$ cat src/rtl/core/slt_pkg.sv
// ----------------------------------------------------------------------------
// slt_pkg
// Types and constants shared by the sleep and tilt-lock controller.
// ----------------------------------------------------------------------------
`default_nettype none

package slt_pkg;

  localparam int unsigned CfgIdxW  = 3;
  localparam int unsigned CfgDataW = 32;

  // Configuration register indexes.
  localparam logic [CfgIdxW-1:0] REG_DEEP_TIMEOUT  = 3'd0;
  localparam logic [CfgIdxW-1:0] REG_LIGHT_TIMEOUT = 3'd1;
  localparam logic [CfgIdxW-1:0] REG_SAVING_IDLE   = 3'd2;
  localparam logic [CfgIdxW-1:0] REG_SHORT_PRESS   = 3'd3;
  localparam logic [CfgIdxW-1:0] REG_WAKE_GUARD    = 3'd4;

  // Register values after reset.
  localparam logic [31:0] DEEP_TIMEOUT_RST  = 32'd0;
  localparam logic [31:0] LIGHT_TIMEOUT_RST = 32'd0;
  localparam logic [31:0] SAVING_IDLE_RST   = 32'd1000;
  localparam logic [15:0] SHORT_PRESS_RST   = 16'd800;
  localparam logic [15:0] WAKE_GUARD_RST    = 16'd2000;

  // Idle loop delay classes.
  localparam logic [1:0] DELAY_1MS  = 2'd0;
  localparam logic [1:0] DELAY_10MS = 2'd1;
  localparam logic [1:0] DELAY_50MS = 2'd2;

  typedef struct packed {
    logic [31:0] deep_timeout_ms;
    logic [31:0] light_timeout_ms;
    logic [31:0] saving_idle_ms;
    logic [15:0] short_press_ms;
    logic [15:0] wake_guard_ms;
  } cfg_t;

  typedef struct packed {
    logic        wake_hold;
    logic [31:0] now_ms;
    logic        power_pressed;
    logic        any_pressed;
    logic        any_released;
    logic        power_released;
    logic [15:0] power_held_ms;
    logic        tilt_activity;
    logic        sleep_blocked;
    logic        on_reader;
  } poll_t;

  typedef struct packed {
    logic       enter_deep_sleep;
    logic       tilt_locked;
    logic       tilt_toggled;
    logic       tilt_sensor_off;
    logic       wake_released;
    logic       wake_pending;
    logic       power_saving;
    logic [1:0] idle_delay;
  } res_t;

endpackage

`default_nettype wire

$ cat src/rtl/core/slt_ifs.sv
// ----------------------------------------------------------------------------
// slt_ifs
// Valid/ready channels carrying polls in and results out.
// ----------------------------------------------------------------------------
`default_nettype none

interface slt_poll_if;
  logic        valid;
  logic        ready;
  logic        wake_hold;
  logic [31:0] now_ms;
  logic        power_pressed;
  logic        any_pressed;
  logic        any_released;
  logic        power_released;
  logic [15:0] power_held_ms;
  logic        tilt_activity;
  logic        sleep_blocked;
  logic        on_reader;

  modport source (
    output valid, wake_hold, now_ms, power_pressed, any_pressed, any_released,
           power_released, power_held_ms, tilt_activity, sleep_blocked, on_reader,
    input  ready
  );
  modport sink (
    input  valid, wake_hold, now_ms, power_pressed, any_pressed, any_released,
           power_released, power_held_ms, tilt_activity, sleep_blocked, on_reader,
    output ready
  );
endinterface

interface slt_res_if;
  logic       valid;
  logic       ready;
  logic       enter_deep_sleep;
  logic       tilt_locked;
  logic       tilt_toggled;
  logic       tilt_sensor_off;
  logic       wake_released;
  logic       wake_pending;
  logic       power_saving;
  logic [1:0] idle_delay;

  modport source (
    output valid, enter_deep_sleep, tilt_locked, tilt_toggled, tilt_sensor_off,
           wake_released, wake_pending, power_saving, idle_delay,
    input  ready
  );
  modport sink (
    input  valid, enter_deep_sleep, tilt_locked, tilt_toggled, tilt_sensor_off,
           wake_released, wake_pending, power_saving, idle_delay,
    output ready
  );
endinterface

`default_nettype wire

$ cat src/rtl/core/slt_cfg.sv
// ----------------------------------------------------------------------------
// slt_cfg
// Configuration register file; writes to unknown indexes are dropped.
// ----------------------------------------------------------------------------
`default_nettype none

module slt_cfg (
  input  wire logic                          clk_i,
  input  wire logic                          rst_ni,
  input  wire logic                          cfg_we_i,
  input  wire logic [slt_pkg::CfgIdxW-1:0]   cfg_idx_i,
  input  wire logic [slt_pkg::CfgDataW-1:0]  cfg_wdata_i,
  output slt_pkg::cfg_t                      cfg_o
);
  import slt_pkg::*;

  cfg_t cfg_q;

  always_ff @(posedge clk_i or negedge rst_ni) begin
    if (!rst_ni) begin
      cfg_q.deep_timeout_ms  <= DEEP_TIMEOUT_RST;
      cfg_q.light_timeout_ms <= LIGHT_TIMEOUT_RST;
      cfg_q.saving_idle_ms   <= SAVING_IDLE_RST;
      cfg_q.short_press_ms   <= SHORT_PRESS_RST;
      cfg_q.wake_guard_ms    <= WAKE_GUARD_RST;
    end else if (cfg_we_i) begin
      unique case (cfg_idx_i)
        REG_DEEP_TIMEOUT:  cfg_q.deep_timeout_ms  <= cfg_wdata_i;
        REG_LIGHT_TIMEOUT: cfg_q.light_timeout_ms <= cfg_wdata_i;
        REG_SAVING_IDLE:   cfg_q.saving_idle_ms   <= cfg_wdata_i;
        REG_SHORT_PRESS:   cfg_q.short_press_ms   <= cfg_wdata_i[15:0];
        REG_WAKE_GUARD:    cfg_q.wake_guard_ms    <= cfg_wdata_i[15:0];
        default: ;
      endcase
    end
  end

  assign cfg_o = cfg_q;

endmodule

`default_nettype wire

$ cat src/rtl/core/slt_core.sv
// ----------------------------------------------------------------------------
// slt_core
// Controller state and the combinational update for one poll.
// ----------------------------------------------------------------------------
`default_nettype none

module slt_core (
  input  wire logic           clk_i,
  input  wire logic           rst_ni,
  input  wire logic           step_i,
  input  wire slt_pkg::poll_t poll_i,
  input  wire slt_pkg::cfg_t  cfg_i,
  output slt_pkg::res_t       res_o
);
  import slt_pkg::*;

  logic [31:0] last_act_q, last_act_d;
  logic [31:0] allow_q, allow_d;
  logic        pending_q, pending_d;
  logic        rel_wake_q, rel_wake_d;
  logic        lock_q, lock_d;
  logic        saving_q, saving_d;

  logic [31:0] la_wake, la_act, idle;
  logic        pend_wake, activity, edge_seen, short_rel, lock_tog, saving_act;
  logic        hold_deep, deep_hit, light_hit, deep, toggled, sensor_off;
  logic [1:0]  delay;

  always_comb begin
    // Wake hold and activity note.
    la_wake   = poll_i.wake_hold ? poll_i.now_ms : last_act_q;
    allow_d   = poll_i.wake_hold ? (poll_i.now_ms + {16'd0, cfg_i.wake_guard_ms}) : allow_q;
    pend_wake = poll_i.wake_hold | pending_q;
    edge_seen = poll_i.any_pressed | poll_i.any_released;
    activity  = edge_seen | poll_i.tilt_activity;
    la_act    = activity ? poll_i.now_ms : la_wake;
    saving_act = activity ? 1'b0 : saving_q;
    rel_wake_d = rel_wake_q | ~poll_i.power_pressed;

    // A release of the power button consumes the pending wake hold.
    pending_d = pend_wake & poll_i.power_pressed;

    short_rel = poll_i.power_released && (poll_i.power_held_ms <= cfg_i.short_press_ms);
    toggled   = ~pending_d & short_rel;
    lock_tog  = lock_q;
    if (!pending_d) begin
      if (short_rel) begin
        lock_tog = ~lock_q;
      end else if (lock_q && edge_seen) begin
        lock_tog = 1'b0;
      end
    end

    // Sleep check; unless sleep is blocked, a zero activity time is taken as the present poll.
    last_act_d = la_act;
    if (!poll_i.sleep_blocked && (la_act == 32'd0)) begin
      last_act_d = poll_i.now_ms;
    end
    idle      = poll_i.now_ms - last_act_d;
    hold_deep = rel_wake_d && (poll_i.now_ms >= allow_d) && poll_i.power_pressed &&
                (poll_i.power_held_ms > cfg_i.short_press_ms);
    deep_hit  = (cfg_i.deep_timeout_ms != 32'd0) && (idle >= cfg_i.deep_timeout_ms);
    light_hit = (cfg_i.light_timeout_ms != 32'd0) && !lock_tog &&
                (idle >= cfg_i.light_timeout_ms);
    deep      = !poll_i.sleep_blocked && (hold_deep || deep_hit);
    lock_d    = lock_tog;
    if (!poll_i.sleep_blocked && !hold_deep && !deep_hit && light_hit) begin
      lock_d = 1'b1;
    end
    sensor_off = (toggled & lock_tog) | (lock_d & ~lock_tog) | deep;

    // Idle saving on the reader screen.
    saving_d = saving_act;
    delay    = DELAY_1MS;
    if (!deep && poll_i.on_reader) begin
      if (idle >= cfg_i.saving_idle_ms) begin
        saving_d = 1'b1;
        delay    = DELAY_50MS;
      end else begin
        delay    = DELAY_10MS;
      end
    end

    res_o.enter_deep_sleep = deep;
    res_o.tilt_locked      = lock_d;
    res_o.tilt_toggled     = toggled;
    res_o.tilt_sensor_off  = sensor_off;
    res_o.wake_released    = pend_wake & ~poll_i.power_pressed;
    res_o.wake_pending     = pending_d;
    res_o.power_saving     = saving_d;
    res_o.idle_delay       = delay;
  end

  always_ff @(posedge clk_i or negedge rst_ni) begin
    if (!rst_ni) begin
      last_act_q <= '0;
      allow_q    <= '0;
      pending_q  <= 1'b0;
      rel_wake_q <= 1'b0;
      lock_q     <= 1'b0;
      saving_q   <= 1'b0;
    end else if (step_i) begin
      last_act_q <= last_act_d;
      allow_q    <= allow_d;
      pending_q  <= pending_d;
      rel_wake_q <= rel_wake_d;
      lock_q     <= lock_d;
      saving_q   <= saving_d;
    end
  end

endmodule

`default_nettype wire

$ cat src/rtl/core/sleep_and_tilt_lock_controller_top.sv
// ----------------------------------------------------------------------------
// sleep_and_tilt_lock_controller_top
// Sleep and tilt-lock controller: one result per poll.
//
//   Channel   Direction  Handshake     Carries
//   in_i      sink       valid/ready   one poll (timestamp, button and screen flags)
//   out_o     source     valid/ready   one result (sleep, lock, saving, delay class)
//   cfg_*     input      write enable  five configuration registers, no read-back
//
// A poll is captured in the input register, evaluated against the state and
// written to the result register once that register is free or being read, so
// one poll is taken every cycle while the result side does not stall. The state
// update for a poll happens in the same cycle as its result is registered,
// which is what sets the one-poll-a-cycle rate. A stalled result holds both
// registers; the input side keeps taking polls while the input register is
// empty or advancing. Reset clears the state and loads the register defaults.
// ----------------------------------------------------------------------------
`default_nettype none

module sleep_and_tilt_lock_controller_top (
  input  wire logic                         clk_i,
  input  wire logic                         rst_ni,
  slt_poll_if.sink                          in_i,
  slt_res_if.source                         out_o,
  input  wire logic                         cfg_we_i,
  input  wire logic [slt_pkg::CfgIdxW-1:0]  cfg_idx_i,
  input  wire logic [slt_pkg::CfgDataW-1:0] cfg_wdata_i
);
  import slt_pkg::*;

  cfg_t  cfg;
  poll_t poll_q;
  res_t  res_d, res_q;
  logic  in_valid_q, out_valid_q;
  logic  step, in_take;

  slt_cfg u_cfg (
    .clk_i      (clk_i),
    .rst_ni     (rst_ni),
    .cfg_we_i   (cfg_we_i),
    .cfg_idx_i  (cfg_idx_i),
    .cfg_wdata_i(cfg_wdata_i),
    .cfg_o      (cfg)
  );

  slt_core u_core (
    .clk_i (clk_i),
    .rst_ni(rst_ni),
    .step_i(step),
    .poll_i(poll_q),
    .cfg_i (cfg),
    .res_o (res_d)
  );

  assign step    = in_valid_q & (~out_valid_q | out_o.ready);
  assign in_take = in_i.valid & in_i.ready;
  assign in_i.ready = ~in_valid_q | step;

  always_ff @(posedge clk_i or negedge rst_ni) begin
    if (!rst_ni) begin
      in_valid_q  <= 1'b0;
      out_valid_q <= 1'b0;
    end else begin
      if (in_i.ready) begin
        in_valid_q <= in_i.valid;
      end
      if (step) begin
        out_valid_q <= 1'b1;
      end else if (out_o.ready) begin
        out_valid_q <= 1'b0;
      end
    end
  end

  always_ff @(posedge clk_i) begin
    if (in_take) begin
      poll_q.wake_hold      <= in_i.wake_hold;
      poll_q.now_ms         <= in_i.now_ms;
      poll_q.power_pressed  <= in_i.power_pressed;
      poll_q.any_pressed    <= in_i.any_pressed;
      poll_q.any_released   <= in_i.any_released;
      poll_q.power_released <= in_i.power_released;
      poll_q.power_held_ms  <= in_i.power_held_ms;
      poll_q.tilt_activity  <= in_i.tilt_activity;
      poll_q.sleep_blocked  <= in_i.sleep_blocked;
      poll_q.on_reader      <= in_i.on_reader;
    end
    if (step) begin
      res_q <= res_d;
    end
  end

  assign out_o.valid            = out_valid_q;
  assign out_o.enter_deep_sleep = res_q.enter_deep_sleep;
  assign out_o.tilt_locked      = res_q.tilt_locked;
  assign out_o.tilt_toggled     = res_q.tilt_toggled;
  assign out_o.tilt_sensor_off  = res_q.tilt_sensor_off;
  assign out_o.wake_released    = res_q.wake_released;
  assign out_o.wake_pending     = res_q.wake_pending;
  assign out_o.power_saving     = res_q.power_saving;
  assign out_o.idle_delay       = res_q.idle_delay;

endmodule

`default_nettype wire

$ cat src/flat_wrapper.sv
// flat-port wrapper written by rule: the top's interface ports become plain ports
module sleep_and_tilt_lock_controller_top_flat import slt_pkg::*;
  (clk_i, rst_ni, cfg_we_i, cfg_idx_i, cfg_wdata_i, in_i_valid, in_i_wake_hold, in_i_now_ms, in_i_power_pressed, in_i_any_pressed, in_i_any_released, in_i_power_released, in_i_power_held_ms, in_i_tilt_activity, in_i_sleep_blocked, in_i_on_reader, in_i_ready, out_o_valid, out_o_enter_deep_sleep, out_o_tilt_locked, out_o_tilt_toggled, out_o_tilt_sensor_off, out_o_wake_released, out_o_wake_pending, out_o_power_saving, out_o_idle_delay, out_o_ready);
  slt_poll_if in_i_i ();
  slt_res_if out_o_i ();
  input  wire logic clk_i;
  input  wire logic rst_ni;
  input  wire logic cfg_we_i;
  input  wire logic [slt_pkg::CfgIdxW-1:0] cfg_idx_i;
  input  wire logic [slt_pkg::CfgDataW-1:0] cfg_wdata_i;
  input wire logic [$bits(in_i_i.valid)-1:0] in_i_valid;
  input wire logic [$bits(in_i_i.wake_hold)-1:0] in_i_wake_hold;
  input wire logic [$bits(in_i_i.now_ms)-1:0] in_i_now_ms;
  input wire logic [$bits(in_i_i.power_pressed)-1:0] in_i_power_pressed;
  input wire logic [$bits(in_i_i.any_pressed)-1:0] in_i_any_pressed;
  input wire logic [$bits(in_i_i.any_released)-1:0] in_i_any_released;
  input wire logic [$bits(in_i_i.power_released)-1:0] in_i_power_released;
  input wire logic [$bits(in_i_i.power_held_ms)-1:0] in_i_power_held_ms;
  input wire logic [$bits(in_i_i.tilt_activity)-1:0] in_i_tilt_activity;
  input wire logic [$bits(in_i_i.sleep_blocked)-1:0] in_i_sleep_blocked;
  input wire logic [$bits(in_i_i.on_reader)-1:0] in_i_on_reader;
  output wire logic [$bits(in_i_i.ready)-1:0] in_i_ready;
  output wire logic [$bits(out_o_i.valid)-1:0] out_o_valid;
  output wire logic [$bits(out_o_i.enter_deep_sleep)-1:0] out_o_enter_deep_sleep;
  output wire logic [$bits(out_o_i.tilt_locked)-1:0] out_o_tilt_locked;
  output wire logic [$bits(out_o_i.tilt_toggled)-1:0] out_o_tilt_toggled;
  output wire logic [$bits(out_o_i.tilt_sensor_off)-1:0] out_o_tilt_sensor_off;
  output wire logic [$bits(out_o_i.wake_released)-1:0] out_o_wake_released;
  output wire logic [$bits(out_o_i.wake_pending)-1:0] out_o_wake_pending;
  output wire logic [$bits(out_o_i.power_saving)-1:0] out_o_power_saving;
  output wire logic [$bits(out_o_i.idle_delay)-1:0] out_o_idle_delay;
  input wire logic [$bits(out_o_i.ready)-1:0] out_o_ready;
  assign in_i_i.valid = in_i_valid;
  assign in_i_i.wake_hold = in_i_wake_hold;
  assign in_i_i.now_ms = in_i_now_ms;
  assign in_i_i.power_pressed = in_i_power_pressed;
  assign in_i_i.any_pressed = in_i_any_pressed;
  assign in_i_i.any_released = in_i_any_released;
  assign in_i_i.power_released = in_i_power_released;
  assign in_i_i.power_held_ms = in_i_power_held_ms;
  assign in_i_i.tilt_activity = in_i_tilt_activity;
  assign in_i_i.sleep_blocked = in_i_sleep_blocked;
  assign in_i_i.on_reader = in_i_on_reader;
  assign in_i_ready = in_i_i.ready;
  assign out_o_valid = out_o_i.valid;
  assign out_o_enter_deep_sleep = out_o_i.enter_deep_sleep;
  assign out_o_tilt_locked = out_o_i.tilt_locked;
  assign out_o_tilt_toggled = out_o_i.tilt_toggled;
  assign out_o_tilt_sensor_off = out_o_i.tilt_sensor_off;
  assign out_o_wake_released = out_o_i.wake_released;
  assign out_o_wake_pending = out_o_i.wake_pending;
  assign out_o_power_saving = out_o_i.power_saving;
  assign out_o_idle_delay = out_o_i.idle_delay;
  assign out_o_i.ready = out_o_ready;
  sleep_and_tilt_lock_controller_top u_core (.clk_i(clk_i), .rst_ni(rst_ni), .in_i(in_i_i), .out_o(out_o_i), .cfg_we_i(cfg_we_i), .cfg_idx_i(cfg_idx_i), .cfg_wdata_i(cfg_wdata_i));
endmodule
$ cat config.mk
export PLATFORM = sky130hd
export DESIGN_NAME = sleep_and_tilt_lock_controller_top_flat
export DESIGN_NICKNAME = d
export VERILOG_FILES = /design/src/rtl/core/slt_pkg.sv /design/src/rtl/core/slt_ifs.sv /design/src/rtl/core/slt_cfg.sv /design/src/rtl/core/slt_core.sv /design/src/rtl/core/sleep_and_tilt_lock_controller_top.sv /design/src/flat_wrapper.sv
export SDC_FILE = /design/constraint.sdc
export NUM_CORES = 1
export LEC_CHECK = 0
export ABC_CLOCK_PERIOD_IN_PS = 6500
export BUFFER_PORTS_ARGS = -buffer_cell sky130_fd_sc_hd__buf_2
export CORE_MARGIN = 5
export CORE_UTILIZATION = 50
export DETAILED_ROUTE_END_ITERATION = 10
export GPL_TIMING_DRIVEN = 0
export PLACE_DENSITY = 0.73
export SYNTH_ARGS = -nofsm -noshare
export SYNTH_HDL_FRONTEND = slang
export SYNTH_SLANG_ARGS = --single-unit
$ cat constraint.sdc
create_clock -name clk_i -period 6.5 [get_ports clk_i]
set_clock_uncertainty 0.05 [all_clocks]
set_input_delay 0.65 -clock clk_i [delete_from_list [all_inputs] [get_ports clk_i]]
set_output_delay 0.65 -clock clk_i [all_outputs]
set_load 0.005 [all_outputs]
After elaboration in Yosys (flattened, before gate mapping)

Cells that the tools add are included.

Flip-flop bits (word level): 263
Input port bits: 96
Output and inout bits: 11
Logic and storage cells: 108

Add/subtract/negate cells: 2
$lt $le $gt $ge: 6
Equality and inequality tests: 4
Mux-type cells: 14
Bitwise gates (word level): 21
Reduce and logical (&&, ||, !) cells: 30

Operator list:

| kind                                          | count |
|---|---|
| greater-or-equal comparator 32 bit            | 4 |
| two-way mux 32 bit                            | 4 |
| nonzero test 32 bit                           | 2 |
| adder 32 x 16 -> 32 bit                       | 1 |
| zero test 32 bit                              | 1 |
| subtractor 32 bit                             | 1 |
| greater-than comparator 16 bit                | 1 |
| less-or-equal comparator 16 bit               | 1 |
| logical AND 1 bit                             | 14 |
| AND reduction 2 bit                           | 5 |
| two-way mux 1 bit                             | 9 |
| bitwise OR 1 bit                              | 8 |
| bitwise AND 1 bit                             | 7 |
| == test 3 x 2 -> 1 bit, second input constant | 2 |
| inverter 1 bit                                | 6 |
| zero test 1 bit                               | 5 |
| == test 3 x 1 -> 1 bit, second input constant | 1 |
| == test 3 bit, second input constant          | 1 |
| zero test 3 bit                               | 1 |
| two-way mux 2 bit                             | 1 |
| nonzero test 2 bit                            | 1 |
| logical OR 1 bit                              | 1 |

Logic depth before layout (Yosys ltp)

Gate-level depths: netlist of run 1.

Word-level depth: 16
Mapped depth: 30
Gate-level depth less buffers: 29

Hierarchy

From an unflattened synthesis of run 1, not the netlist that was laid out.

Cell total of the unflattened synthesis: 1545
Area, all modules: 16714.8 um2

By module, submodules not included:

| module                             | instances | cells each | area each (um2) | seq. area each (um2) |
|---|---|---|---|---|
| slt_core                           | 1         | 1197       | 9756.9          | 1701.6 |
| slt_cfg                            | 1         | 275        | 4902.2          | 3221.8 |
| sleep_and_tilt_lock_controller_top | 1         | 73         | 2055.7          | 2001.9 |

Least setup slack after synthesis of run 1

Ideal clock, no wire load.

Path type: reg-to-reg
Start point: register u_core.u_core.last_act_q[1]
End point: register u_core.res_q (netlist bit u_core.out_o.power_saving) (data pin)
Arrival time: 5.619 ns
Data required time: 6.196 ns
Path slack: 0.577 ns
Cell stages (with the launch flop): 28
Clock period less this slack: 5.923 ns
Path through: dfrtp_1 > nor4_1 > and4_1 > a31o_2 > buf_6 > clkbuf_1 > a22oi_1 > ha_1 > nand2_1 > or2_2 > a21boi_1 > o2111ai_1 > nand2_1 > o41a_1 > a21boi_1 > o31a_1 > xnor2_1 > ha_1 > a21o_1 > a21o_1 > a21o_1 > a21oi_1 > nor2b_1 > o21ai_0 > nand2b_1 > a221o_1 > and3_1 > a21o_1

RTL lines:

| element                | line                                     | text |
|---|---|---|
| from (decl)            | slt_core.sv:17                           | `logic [31:0] last_act_q, last_act_d;` |
| from (signal assigned) | slt_core.sv:103                          | `last_act_q <= last_act_d;` |
| to (signal assigned)   | sleep_and_tilt_lock_controller_top.sv:89 | `res_q <= res_d;` |
| to (decl)              | sleep_and_tilt_lock_controller_top.sv:33 | `res_t res_d, res_q;` |

==> flow_metrics.py, run 1 <==
metrics = {
    "critical_path": {
        "startpoint_type": "register",
        "critPathMaxFanout": 10,
        "timing.rr.start": "u_core.poll_q[55]",
        "path_buf_inv": 4,
        "cpMaxStageDelayCell": "or4_4",
        "slowest_delay_ps": 590,
        "end_kind": "register",
        "cp_data_arrival_time_ps": 6580,
        "cp-startpoint": "u_core.poll_q[55]",
        "critical_path_class": "reg2reg",
        "worst_ep_required_time_ps": 6770,
        "cp_top_family": "compound AO/OA/AOI/OAI gates",
        "crit_chain": "buf_6 > or4_4 > a31o_2 > buf_6 > buf_4 > a22oi_1 > ha_1 > buf_2 > a21o_1 > a21boi_0 > a211oi_1 > nand2_1 > a21oi_1 > o21ai_0 > xor2_1 > ha_1 > a21oi_1 > nor3_1 > a211oi_2 > o211ai_1 > a221o_1 > and3_1 > a21o_1",
    },
    "sta": {
        "period_needed_ps": 6310,
        "fin_tns_setup_ps": 0,
        "tightest_slew_ps": 1180,
        "final-setup-viol-count": 0,
        "timing.fmax_mhz": 159,
        "drv_slew": 0,
        "hold_viol": 0,
        "slew_headroom_pct": 20.7,
        "fin_crit_sh_pct": 97.1,
    },
    "global_route": {
        "gr-usage-all-layers_pct": 25.1,
        "overflow": 0,
        "grtUsageMet3_pct": 3.73,
        "grt_use_met2_pct": 42.3,
        "grt_first_pass_wirelength_mm": 73.3,
        "grt_pass1_vias": 13700,
        "met1_usage_pct": 33.2,
        "grt_max_degree": 117,
        "antenna_found_initial": 0,
        "grt.busiest_layer": "met2",
    },
    "placement": {
        "dp.final_hpwl_mm": 35.2,
        "dp.cells": 2263,
        "io_buffers": 106,
        "gp_congestion": 0.924,
    },
    "run": {
        "cap_violations": 0,
    },
    "floorplan": {
        "die_width_um": 192,
        "fp.dieH_um": 192,
        "pin_count": 107,
        "dieArea_um2": 36800,
        "start_util_pct": 50.7,
        "rows": 66,
        "core_area_um2": 32600,
    },
    "yosys": {
        "syn_inst": 1712,
        "synth_area_um2": 16500,
        "syn_nets": 1995,
        "synth_xor_area_share_pct": 2.97,
        "ys.flop_type": "dfrtp_1",
        "seq_area_frac_synth_pct": 41.9,
        "yosys.cell_types.count": 73,
        "synthArstFlopShare_pct": 75.3,
        "synth_edf_count": 65,
        "synth_seq_cells": 263,
        "synthAdderAreaFrac_pct": 14.3,
        "synthSimpleGateAreaFrac_pct": 13.2,
        "synth-compound-area-share_pct": 18.1,
        "synth_top_family_by_area": "compound AO/OA/AOI/OAI gates",
        "yosys_warnings": 0,
        "synthMuxAreaShare_pct": 5.24,
        "synth_area_per_cell_um2": 9.66,
    },
    "finish": {
        "final_common_cell": "nand2_1",
        "fin_cells": 2331,
        "drive_gt1_share_pct": 16.5,
        "area_growth_pct": 15.8,
        "final_cell_mix": "nand2_1 (186), dfrtp_1 (183), o21ai_0 (182), ha_1 (182), inv_1 (131)",
        "final_nets": 2148,
        "antenna_cells": 0,
    },
    "route": {
        "firstDrtPassIters": 6,
        "wl_per_cell_um": 19.9,
        "vias": 13700,
        "via_per_inst": 5.88,
        "drc_errors": 0,
        "ant_nets": 0,
        "drt-initial-drc-count": 979,
        "drt_wl_total_mm": 46.3,
    },
    "power_and_ir_drop": {
        "clkPwrFrac_pct": 28.9,
        "p_leak_nw": 8.68,
        "max-vdd-ir-drop_v": 0.000230,
        "power_frac_comb_pct": 33.7,
        "p_int_mw": 3.98,
        "power_switching_share_pct": 34.5,
        "switchingPower_mw": 2.09,
        "p_per_area_nw_per_um2": 317,
        "power_frac_seq_pct": 37.4,
    },
    "clock_tree": {
        "htreeDepth": 1,
        "holdBufCountCts": 0,
        "clock_latency_ps": 570,
        "clock_sinks": 263,
        "numCtsBuffers": 30,
        "cts-root-buf": "clkbuf_16",
        "path_clk_slew_ps": 60,
        "cts_tree": "done",
        "clk_path_buf_depth": 3,
    },
    "outcome": {
        "status": "completed",
    },
    "min_path": {
        "hp-class": "in2async",
    },
}
worst paths after layout:
kind | endpoint | slack [ps] | cells past startpoint
min in group clk_i | u_core.poll_q[4] | 200 | 1
max reg2reg | u_core.out_o.power_saving | 190 | 23
max in group asynchronous | u_core.u_core.last_act_q[15] | 5290 | 2
min | u_core.u_cfg.cfg_o[52] | 30 | 1
min reg2reg | u_core.u_core.allow_q[31] | 430 | 2
max | u_core.out_o.power_saving | 190 | 23
power by group through the flow:
stage | Clock [mW] | Combinational (mW) | Sequential, mW
2_1_floorplan | 0 | 1.40 | 2.20
3_3_place_gp | 0 | 1.84 | 2.26
3_5_place_dp | 0 | 1.93 | 2.28
4_1_cts | 1.78 | 1.99 | 2.25
5_1_grt | 1.86 | 2.31 | 2.30
6_report | 1.75 | 2.05 | 2.27
sequential cells by signal, summed over array words and instances (netlist names), 2 cells and up:
signal,flops
u_core.out_o.idle_delay,2
u_core.poll_q,56
u_core.u_cfg.cfg_o,128
u_core.u_core.allow_q,32
u_core.u_core.last_act_q,32
worst reg2reg max path: stages (launching register included):
cell      delay [ps]
edfxtp_1         380
buf_6            170
or4_4            590
a31o_2           250
buf_6            150
buf_4            190
a22oi_1          280
ha_1             290
buf_2            170
a21o_1           220
a21boi_0         130
a211oi_1         200
nand2_1          140
a21oi_1          250
o21ai_0          170
xor2_1           430
ha_1             340
a21oi_1          210
nor3_1           130
a211oi_2         240
o211ai_1         220
a221o_1          480
and3_1           230
a21o_1           150
through the flow:
step | utilization, % | setup slack, ps | hold WS (ps) | area, um^2 | total power, mW
floorplan | - | 577 | 304 | 16500 | 3.59
global route | 58.7 | -5.87 | 74.2 | 19200 | 6.47
detailed placement | 54.2 | -1000 | 413 | 17700 | 4.20
finish | 58.7 | 191 | 33.2 | 19200 | 6.07
global placement | 54.0 | -919 | 409 | 17600 | 4.11
CTS | 58.0 | 4.65 | 42.9 | 18900 | 6.03
layer usage:
metal / wire length, um / vias to the layer above
met2: 22000 / 463
met3: 3090 / 116
met4: 1570 / 0
met5: 0 / -
met1: 19700 / 6622
li1: - / 6507
cell usage after synthesis (all sizes together) (14+ instances only):
library cell	count	area, um^2
ha	186	2330
dfrtp	183	4580
o21ai	194	982
a21oi	97	485
edfxtp	65	1950
mux2i	27	270
mux2	53	597
xnor2	42	368
xor2	14	123
nor2	89	334
nand4	39	244
nor2b	18	113
nor4	30	203
nand3	24	120
clkbuf	49	184
dfstp	15	394
a22oi	23	173
nand2b	20	125
o21bai	14	105
a21o	71	533
nor3	17	85.1
inv	131	492
nand2	187	702
what timing repair did:
item,in CTS,in global routing
gates resized for setup,37,39
pin swaps,5,21
buffers inserted,6,8
endpoints found under the setup margin,8,8
final cells by class:
| type | instances | area, um^2 |
|---|---|---|
| fillers | 2767 | 13500 |
| multi-input cells | 1263 | 9220 |
| flip-flops and latches | 263 | 6930 |
| clock buffers | 40 | 828 |
| repair buffers | 123 | 701 |
| well taps | 442 | 553 |
| inverters | 132 | 495 |
| plain buffers | 52 | 235 |
| clock inverters | 16 | 191 |
kinds of logic after synthesis:
kind of cell             after synthesis
flip-flops                           263
AND/OR/NAND/NOR                      458
adder cells (fa/ha/maj)              188
buffers and inverters                186
AO/OA/AOI/OAI                        481
multiplexers                          80
XOR/XNOR                              56
Note: power is estimated with default switching activity, not from simulation.
==> inputs of run 2 (changes only) <==
--- a/config.mk
+++ b/config.mk
@@ -6,12 +6,12 @@
 export NUM_CORES = 1
 export LEC_CHECK = 0
 export ABC_CLOCK_PERIOD_IN_PS = 6500
-export BUFFER_PORTS_ARGS = -buffer_cell sky130_fd_sc_hd__buf_2
 export CORE_MARGIN = 5
 export CORE_UTILIZATION = 50
 export DETAILED_ROUTE_END_ITERATION = 10
+export DONT_BUFFER_PORTS = 1
 export GPL_TIMING_DRIVEN = 0
-export PLACE_DENSITY = 0.73
+export PLACE_DENSITY = 0.7
 export SYNTH_ARGS = -nofsm -noshare
 export SYNTH_HDL_FRONTEND = slang
 export SYNTH_SLANG_ARGS = --single-unit
==> run 2 against run 1 <==
Effect of this change: global-route usage shrank 0.14 points; wire length shrank 0.26%; sequential power is essentially flat; clock power shrank 3%; first-iteration DRC count grew 16%; power shrank 2.3%; largest cell class unchanged.
==> flow_metrics.py, run 2 (synthesized netlist as in run 1, its figures left out) <==
metrics = {
    "route": {
        "drc_errors": 0,
        "via_per_inst": 5.96,
        "ant_nets": 0,
        "drt-initial-drc-count": 1137,
        "firstDrtPassIters": 5,
        "wl_per_cell_um": 20.7,
        "vias": 13300,
        "drt_wl_total_mm": 46.2,
    },
    "sta": {
        "timing.fmax_mhz": 157,
        "fin_tns_setup_ps": 0,
        "drv_slew": 0,
        "final-setup-viol-count": 0,
        "hold_ws_ps": 15.0,
        "slew_headroom_pct": 21.3,
        "setup_ws_ps": 134,
        "hold_viol": 0,
        "fin_crit_sh_pct": 97.9,
        "period_needed_ps": 6370,
        "tightest_slew_ps": 1170,
    },
    "global_route": {
        "grt_pass1_vias": 13300,
        "gr-usage-all-layers_pct": 24.9,
        "overflow": 0,
        "grt_first_pass_wirelength_mm": 72.8,
        "antenna_found_initial": 1,
        "grt_max_degree": 199,
    },
    "run": {
        "cap_violations": 0,
    },
    "finish": {
        "fill_cells": 2797,
        "largest_reg_flops": 128,
        "fin_util_pct": 57.0,
        "antenna_cells": 0,
        "area_growth_pct": 12.4,
        "final_cell_mix": "nand2_1 (186), o21ai_0 (182), dfrtp_1 (182), ha_1 (181), inv_1 (131)",
        "fin_cells": 2226,
        "final_nets": 2043,
        "design_area_um2": 18600,
        "final_common_cell": "nand2_1",
        "drive_gt1_share_pct": 11.2,
    },
    "critical_path": {
        "worst_ep_required_time_ps": 6790,
        "critical_path_class": "reg2reg",
        "cpMaxStageDelayCell": "or4_4",
        "rr_worst_depth": 28,
        "cp_data_arrival_time_ps": 6660,
        "startpoint_type": "register",
        "timing.rr.start": "u_core.poll_q[55]",
        "rrSetupSlack_ps": 130,
        "end_kind": "register",
        "slowest_delay_ps": 590,
        "crit_path_frequent_cell": "a21o_1",
        "critPathMaxFanout": 10,
        "reg2reg_to": "u_core.out_o.power_saving",
    },
    "floorplan": {
        "start_util_pct": 50.7,
        "rows": 66,
        "core_area_um2": 32600,
        "fp.dieH_um": 192,
        "dieArea_um2": 36800,
        "pin_count": 107,
        "die_width_um": 192,
    },
    "min_path": {
        "hp-class": "in2async",
    },
    "clock_tree": {
        "clk_path_buf_depth": 3,
        "htreeDepth": 1,
        "path_clk_slew_ps": 60,
        "cts_tree": "done",
        "cts-root-buf": "clkbuf_16",
        "clock_latency_ps": 600,
        "numCtsBuffers": 31,
        "clock_sinks": 263,
    },
    "power_and_ir_drop": {
        "power_mw": 5.93,
        "p_leak_nw": 8.20,
        "max-vdd-ir-drop_v": 0.000258,
        "p_per_area_nw_per_um2": 319,
    },
    "placement": {
        "dpl_cell_area_um2": 17100,
        "dp_slack_ps": -992,
        "dp.final_hpwl_mm": 34.7,
        "io_buffers": 0,
        "gp_congestion": 0.964,
        "dp.cells": 2156,
    },
    "outcome": {
        "status": "completed",
    },
}
==> run 2: cell types whose count changed in the layout (fill, tap and decap cells not counted), moves of 2 or more <==
cell       before  now
buf_2         106    1
clkbuf_1       48   56
xnor2_2         7    1
clkinv_2        7    2
xnor2_1        35   40
a21oi_1        93   96
a21oi_2         3    0
bufinv_16       4    1
clkinv_1        4    1
ha_4            1    4
clkbuf_8        4    6
ha_2            3    1
mux2i_1        27   25
o21ai_2         2    4
==> run 2: where the power goes <==
part	leakage, nW	internal, mW	switching, mW
Clock	0.482	0.993	0.705
Combinational	4.72	0.855	1.11
Sequential	3.00	2.04	0.234
==> run 2: cell type report <==
| class | instances | area (um^2) | area share [%] |
|---|---|---|---|
| multi-input cells | 1263 | 9210 | 49.6 |
| flip-flops and latches | 263 | 6930 | 37.3 |
| clock buffers | 51 | 911 | 4.90 |
| well taps | 442 | 553 | 2.98 |
| inverters | 132 | 495 | 2.67 |
| plain buffers | 52 | 251 | 1.35 |
| repair buffers | 17 | 160 | 0.862 |
| clock inverters | 6 | 75.1 | 0.404 |
==> run 2: metal layers <==
| layer | part of all wire (%) | GRT usage, % | wire, um | vias to the layer above |
|---|---|---|---|---|
| li1 | - | - | - | 6293 |
| met2 | 47 | 41.4 | 21700 | 419 |
| met5 | 0.017 | 0 | 8 | - |
| met3 | 6.9 | 5.29 | 3160 | 106 |
| met4 | 3.6 | 7.93 | 1690 | 2 |
| met1 | 42 | 32.8 | 19600 | 6451 |
==> run 2: timing repair <==
| action | CTS | global route |
|---|---|---|
| pin swaps | 3 | 24 |
| endpoints found under the setup margin | 8 | 8 |
| resized for setup | 27 | 50 |
| endpoints found under the hold margin | 198 | 0 |
| setup buffers | 4 | 10 |
| hold buffers | 1 | 0 |
==> run 2: critical path: cells and delay by family, from the launching register on <==
kind                       cells  cell delay (ps)
and+or+nand+nor                8             1380
adders and majority gates      2              500
DFF                            1              390
AOI/OAI and AO/OA             14             3140
xor gates and xnor gates       1              180
buffers and inverters          3              450
==> run 2: worst max path at each step <==
| stage | depth (start not counted) | from | endpoint |
|---|---|---|---|
| 2_1_floorplan | 27 | u_core.u_core.last_act_q[1] | u_core.out_o.power_saving |
| 3_3_place_gp | 26 | u_core.poll_q[55] | u_core.out_o.power_saving |
| 3_5_place_dp | 27 | u_core.u_core.last_act_q[20] | u_core.out_o.power_saving |
| 4_1_cts | 27 | u_core.poll_q[55] | u_core.out_o.power_saving |
| 5_1_grt | 28 | u_core.poll_q[55] | u_core.out_o.power_saving |
| 6_report | 28 | u_core.poll_q[55] | u_core.out_o.power_saving |
